--- src/hex_unesc_pkg.sv ---
// Shared constants and the hex nibble decode for the escape decoder.
package hex_unesc_pkg;

    localparam logic [7:0] ESC_CHAR = 8'd92;
    localparam logic [7:0] HEX_MARK = 8'd120;
    localparam logic [7:0] UC_A     = 8'd65;
    localparam logic [7:0] UC_F     = 8'd70;
    localparam logic [7:0] LC_A     = 8'd97;
    localparam logic [7:0] LC_F     = 8'd102;
    localparam logic [7:0] DIG_0    = 8'd48;
    localparam logic [7:0] DIG_9    = 8'd57;

    localparam int unsigned MAX_RES = 3;
    localparam int unsigned CNT_W   = 2;

    typedef logic [7:0] byte_t;
    typedef logic [CNT_W-1:0] cnt_t;

    // Non-hex characters decode to zero.
    function automatic logic [3:0] nibble_of(input byte_t c);
        logic [7:0] d;
        begin
            d = 8'd0;
            if (c >= UC_A && c <= UC_F)
            begin
                d = c - UC_A + 8'd10;
            end
            else if (c >= LC_A && c <= LC_F)
            begin
                d = c - LC_A + 8'd10;
            end
            else if (c >= DIG_0 && c <= DIG_9)
            begin
                d = c - DIG_0;
            end
            return d[3:0];
        end
    endfunction

endpackage

--- src/hex_escape_unescaper.sv ---
// Backslash hex escape decoder: one raw byte in, zero to three bytes out.
//
//   channel | handshake          | payload
//   --------+--------------------+----------------------------------
//   in      | in_valid/in_ready  | in_byte, last_in
//   out     | out_valid/out_ready| out_byte, run_last, message_end
//
// An item is decoded in the cycle it is accepted; its results land in a
// three-entry result register and leave one per cycle while out_ready is high.
// Items giving zero or one result flow at one per cycle while out_ready is
// high; an item giving more than one holds in_ready low while several remain.
// A new item is taken while the last pending result is being taken.
// Reset returns the parser to plain text and empties the result register.
module hex_escape_unescaper
    import hex_unesc_pkg::*;
(
    input  logic       clk,
    input  logic       rst_n,
    input  logic       in_valid,
    output logic       in_ready,
    input  logic [7:0] in_byte,
    input  logic       last_in,
    output logic       out_valid,
    input  logic       out_ready,
    output logic [7:0] out_byte,
    output logic       run_last,
    output logic       message_end
);

    typedef enum logic [1:0] {
        PH_TEXT   = 2'd0,
        PH_ESC    = 2'd1,
        PH_HEX_HI = 2'd2,
        PH_HEX_LO = 2'd3
    } phase_t;

    phase_t phase_reg, phase_next;
    byte_t  pend_reg, pend_next;
    byte_t  res_reg  [MAX_RES];
    byte_t  res_next [MAX_RES];
    cnt_t   rem_reg, rem_next;
    logic   end_reg, end_next;

    byte_t  dec_res [MAX_RES];
    cnt_t   dec_cnt;
    phase_t dec_phase;

    logic in_fire;
    logic out_fire;

    assign out_valid   = (rem_reg != '0);
    assign out_byte    = res_reg[0];
    assign run_last    = (rem_reg == cnt_t'(1));
    assign message_end = run_last && end_reg;
    assign out_fire    = out_valid && out_ready;
    assign in_ready    = (rem_reg == '0) || ((rem_reg == cnt_t'(1)) && out_ready);
    assign in_fire     = in_valid && in_ready;

    always_comb
    begin
        dec_res[0] = in_byte;
        dec_res[1] = HEX_MARK;
        dec_res[2] = in_byte;
        dec_cnt    = '0;
        dec_phase  = phase_reg;
        pend_next  = pend_reg;
        case (phase_reg)
            PH_TEXT:
            begin
                if (in_byte == ESC_CHAR && !last_in)
                begin
                    dec_phase = PH_ESC;
                end
                else
                begin
                    dec_cnt = cnt_t'(1);
                end
            end
            PH_ESC:
            begin
                if (in_byte == HEX_MARK)
                begin
                    if (last_in)
                    begin
                        dec_res[0] = ESC_CHAR;
                        dec_cnt    = cnt_t'(2);
                    end
                    else
                    begin
                        dec_phase = PH_HEX_HI;
                    end
                end
                else
                begin
                    dec_cnt   = cnt_t'(1);
                    dec_phase = PH_TEXT;
                end
            end
            PH_HEX_HI:
            begin
                pend_next = in_byte;
                if (last_in)
                begin
                    dec_res[0] = ESC_CHAR;
                    dec_cnt    = cnt_t'(3);
                end
                else
                begin
                    dec_phase = PH_HEX_LO;
                end
            end
            PH_HEX_LO:
            begin
                dec_res[0] = {nibble_of(pend_reg), nibble_of(in_byte)};
                dec_cnt    = cnt_t'(1);
                dec_phase  = PH_TEXT;
            end
            default:
            begin
                dec_phase = PH_TEXT;
            end
        endcase
        if (last_in)
        begin
            dec_phase = PH_TEXT;
        end
        if (!in_fire)
        begin
            pend_next = pend_reg;
        end
    end

    always_comb
    begin
        phase_next  = phase_reg;
        res_next[0] = res_reg[1];
        res_next[1] = res_reg[2];
        res_next[2] = res_reg[2];
        rem_next    = rem_reg;
        end_next    = end_reg;
        if (out_fire)
        begin
            rem_next = rem_reg - cnt_t'(1);
        end
        else
        begin
            res_next[0] = res_reg[0];
            res_next[1] = res_reg[1];
        end
        if (in_fire)
        begin
            phase_next = dec_phase;
            if (dec_cnt != '0)
            begin
                res_next = dec_res;
                rem_next = dec_cnt;
                end_next = last_in;
            end
        end
    end

    always_ff @(posedge clk or negedge rst_n)
    begin
        if (!rst_n)
        begin
            phase_reg <= PH_TEXT;
            rem_reg   <= '0;
            end_reg   <= 1'b0;
            pend_reg  <= '0;
            res_reg   <= '{default: '0};
        end
        else
        begin
            phase_reg <= phase_next;
            rem_reg   <= rem_next;
            end_reg   <= end_next;
            pend_reg  <= pend_next;
            res_reg   <= res_next;
        end
    end

`ifndef SYNTHESIS
    a_last_resets_phase: assert property (@(posedge clk) disable iff (!rst_n)
        in_fire && last_in |=> phase_reg == PH_TEXT)
        else $error("phase not cleared after message end");

    a_last_gives_result: assert property (@(posedge clk) disable iff (!rst_n)
        in_fire && last_in |=> out_valid && end_reg)
        else $error("message end item produced no result");

    a_lo_from_hi: assert property (@(posedge clk) disable iff (!rst_n)
        phase_reg == PH_HEX_LO && $past(phase_reg) != PH_HEX_LO
        |-> $past(phase_reg) == PH_HEX_HI)
        else $error("low nibble phase entered without high nibble");

    a_stall_holds: assert property (@(posedge clk) disable iff (!rst_n)
        out_valid && !out_ready |=> $stable(rem_reg))
        else $error("pending results changed while output stalled");

    a_no_take_when_busy: assert property (@(posedge clk) disable iff (!rst_n)
        rem_reg > cnt_t'(1) |-> !in_ready)
        else $error("input taken while several results pending");
`endif

endmodule
--- config.mk ---
export PLATFORM = sky130hd
export DESIGN_NAME = hex_escape_unescaper
export DESIGN_NICKNAME = d
export VERILOG_FILES = /design/src/hex_unesc_pkg.sv /design/src/hex_escape_unescaper.sv
export SDC_FILE = /design/constraint.sdc
export NUM_CORES = 1
export LEC_CHECK = 0
export BUFFER_PORTS_ARGS = -buffer_cell sky130_fd_sc_hd__buf_2
export CAP_MARGIN = 20
export CORE_ASPECT_RATIO = 0.75
export CORE_MARGIN = 3
export CORE_UTILIZATION = 45
export CTS_BUF_LIST = sky130_fd_sc_hd__clkbuf_8
export DETAILED_ROUTE_END_ITERATION = 7
export HOLD_SLACK_MARGIN = 0.15
export SYNTH_ARGS = -nofsm -noshare
export SYNTH_HDL_FRONTEND = slang
export SYNTH_SLANG_ARGS = --single-unit
--- constraint.sdc ---
create_clock -name clk -period 3.7 [get_ports clk]
set_clock_uncertainty 0.05 [all_clocks]
set_input_delay 1.11 -clock clk [delete_from_list [all_inputs] [get_ports clk]]
set_output_delay 1.11 -clock clk [all_outputs]
set_load 0.005 [all_outputs]
# After elaboration in Yosys (flattened, before gate mapping)
# Cells that the tools add are included.
[word_totals] ff_bits=37 inputBits=13 elab_cells=81
[classes] addsub=11 order_cmp=12 eq_ne=7 muxes=24 n_reduce_logical=20
[ops] operator="$mux W24" count=2
[ops] operator="$ge A8 B7 Y1 const B" count=4
[ops] operator="$le A8 B7 Y1 const B" count=4
[ops] operator="$mux W4" count=6
[ops] operator="$pmux W8 S3" count=1
[ops] operator="$sub A4 B1 Y4 const B" count=6
[ops] operator="$mux W2" count=9
[ops] operator="$add A4 B4 Y4 const B" count=4
[ops] operator="$eq A8 B7 Y1 const B" count=2
[ops] operator="$ge A8 B6 Y1 const B" count=2
[ops] operator="$le A8 B6 Y1 const B" count=2
[ops] operator="$mux W16" count=1
[ops] operator="$mux W8" count=2
[ops] operator="$pmux W2 S4" count=2
[ops] operator="$logic_and A1 B1 Y1" count=11
[ops] operator="$reduce_and A2 Y1" count=3
[ops] operator="$eq A2 B1 Y1 const B" count=2
[ops] operator="$eq A2 B2 Y1 const B" count=2
[ops] operator="$logic_not A2 Y1" count=2
[ops] operator="$reduce_bool A2 Y1" count=2
[ops] operator="$ne A3 B3 Y1 const B" count=1
[ops] operator="$sub A2 B1 Y2 const B" count=1
[ops] operator="$logic_not A1 Y1" count=1
[ops] operator="$logic_or A1 B1 Y1" count=1
[ops] operator="$mux W1" count=1

# Longest topological paths before layout
[depth] word_depth=8 mapped_depth=9

# Worst setup path after synthesis
# Ideal clock, no wire load.
[synth_timing] path_type="input -> register" from="in in_byte[0]" to="reg res_reg, in the netlist out_byte[4]" setup_ns=0.129 t_arrival_ns=2.336 setup_slack_ns=1.185 stages=7 n_path_buf=1 cell_sequence="inv_1 > ha_1 > and3_4 > a41oi_4 > o211a_1 > buf_2 > o22ai_1"
[synth_lines] element="start, declared" line_no="hex_escape_unescaper.sv:21" source="input logic [7:0] in_byte,"
[synth_lines] element="end signal, assigned" line_no="hex_escape_unescaper.sv:178" source="res_reg <= res_next;"
[synth_lines] element="end, declared" line_no="hex_escape_unescaper.sv:39" source="byte_t res_reg [MAX_RES];"

==> metrics <==
status completed; total power 0.00148 W; number of synthesized flops with an enable pin 0; CP Capture Type flop; final setup fails 0; nets@finish 283; hold_buf cts 0; Leakage 1.14 nW; drt wl/cell 15.9 um; most frequent cells in the layout 56 x nand2_1, 37 x dfrtp_1, 24 x buf_2; GRT Util Overall 18.7%; VDD IR max 0.213 mV; most common cell after layout, fill and taps aside nand2_1; Die Span X 88.1 um; Starting DRT DRC Count 127; initial antenna violation count 0; final wirelength 5030 um; dpl ws 638 ps; Final Max Tran Viols 0; # DRC 0; CTS Buf Count 5; buffers added on ports 24; clock tree buffer depth 2; ANT nets after route 0; WHS 427 ps; largest net degree at the start of global routing 38; TritonCTS clock tree yes; dpl hpwl 3750 um; yosys warns 0; setup TNS 0 ps; RD Place Congestion 0.875; highest clock rate 366 MHz; io pins 25; Clk Latency, worst-skew pair 300 ps; Setup CP Type in2reg; Hold Path Class reg2reg; worst setup slack after layout 969 ps; part of the cycle the worst path needs 73.8%; critical-path cell list buf_2, inv_1, ha_1, and3_4, a41oi_4, o211a_1, o21ai_0, o22ai_1; post-cts sizing count 0; slowest CP cell o211a_1; Die Ht 67.6 um; vias per cell 5.66; Syn Nets 268; crit path max fanout 15; Core Region 4650 sq um; H-tree Lvls 2; number of global-route vias before repair 1630; area growth from synthesis to layout 8.09%; Num Clock Sinks 37; Worst setup SP type primary input; Mean Syn Cell Area 9.32 sq um; Starting Density 48.9%; Worst EP required 3870 ps; Arr. time, crit path 2910 ps; grt total ovfl 0; sequential area share after synthesis 40.7%; Critical Path Max Stage Delay 490 ps; max-cap viol count 0; Yosys reg bits 37; share of cells above drive strength 1 20.4%; DIE AREA 5950 sq um; Antenna diodes 0; final hold vios 0; minimum clock period 2730 ps; Primary FF master, synth dfrtp_1; final instance area 2460 sq um; Mapped Area 2270 sq um; max reg flops 16; Placed Area 2340 sq um; PwrDens 603 nW/um^2; slew margin rel. 45.6%; FF-to-FF setup slack 1600 ps; Rows 21; Post-CTS Setup Bufs 0; CTS root buffer clkbuf_8; via count 1794; RSZ-0062 raised after global routing no; Worst-Margin Slew 816 ps; Post-synth ARST share 100%; Syn Inst Count 244; Reg clk slew, reported paths 80 ps; DRT Pass-1 Iters 4; first-pass GRT wire length 8300 um; Cell variety after synth 58; fill count 430
-- where the power goes --
part | switching [W] | total [W] | internal (W)
clock network | 0.000154 | 0.000355 | 0.000202
logic | 0.000280 | 0.000503 | 0.000223
registers | 0.0000758 | 0.000623 | 0.000547
-- metrics by stage --
step	util [%]	instances
after floorplan	-	244
after global placement	50.4	309
after detailed placement	50.4	309
after CTS	52.9	317
after global routing	52.9	317
final	52.9	317
-- logic make-up after synthesis --
logic type | after synthesis | share of synthesized area (%)
XOR/XNOR | 2 | 0.770
AO/OA/AOI/OAI | 58 | 18.7
AND/OR/NAND/NOR | 95 | 20.7
buffers and inverters | 31 | 8.36
multiplexers | 10 | 4.68
flip-flops | 37 | 40.7
adder cells (fa/ha/maj) | 11 | 6.05
-- cell type report --
cell class                      instances  area, sq um  area share [%]
Clock inverter                          3         46.3            1.88
Tap cell                               57         71.3            2.90
Sequential cell                        37          926            37.7
Multi-Input combinational cell        176         1160            47.1
Timing Repair Buffer                   27          143            5.80
Clock buffer                            5         68.8            2.80
Inverter                               12         45.0            1.83
-- final timing paths --
kind / from / end / cells after the start
min reg2reg: res_reg[3]$_DFFE_PN0P_ / res_reg[3]$_DFFE_PN0P_ / 2
max: in_byte[0] / out_byte[4]$_DFF_PN0_ / 8
min in group asynchronous: rst_n / end_reg$_DFFE_PN0P_ / 1
max reg2reg: pend_reg[0]$_DFFE_PN0P_ / out_byte[6]$_DFF_PN0_ / 7
min: res_reg[3]$_DFFE_PN0P_ / res_reg[3]$_DFFE_PN0P_ / 2
max in group asynchronous: rst_n / pend_reg[4]$_DFFE_PN0P_ / 1
-- critical path, delay by kind of cell --
| kind | cells | cell delay, ps |
|---|---|---|
| fa+ha+maj | 1 | 220 |
| compound gates | 4 | 1090 |
| buf+inv | 2 | 280 |
| simple gates | 1 | 190 |
-- synthesized netlist by cell type, types with 2 or more instances --
cell type      count  share of area [%]
mux2_2             5                2.5
ha_1              11                6.1
dlygate4sd1_1      2               0.77
nor2b_1            4                1.1
and2_1             3               0.83
nor2_1             6               0.99
buf_2              3               0.66
buf_6              3                1.5
and3_1             2               0.55
a21o_1             2               0.66
o22ai_1            2               0.55
mux2i_1            5                2.2
a31oi_1            3               0.83
nand2_1           56                9.2
a21oi_1            9                2.0
dfrtp_1           37                 41
buf_4              9                3.0
inv_1             12                2.0
a41oi_1            2               0.77
o21ai_0           19                4.2
nand3_1            8                1.8
a211oi_1           5                1.7
-- routing by layer --
| metal | part of all wire (%) | track usage (%) |
|---|---|---|
| met1 | 52 | 28.6 |
| met2 | 42 | 25.7 |
| met3 | 4.9 | 4.02 |
| met4 | 1.5 | 6.60 |
| met5 | 0 | 0 |
No activity file was read; power rests on OpenSTA's default activity.
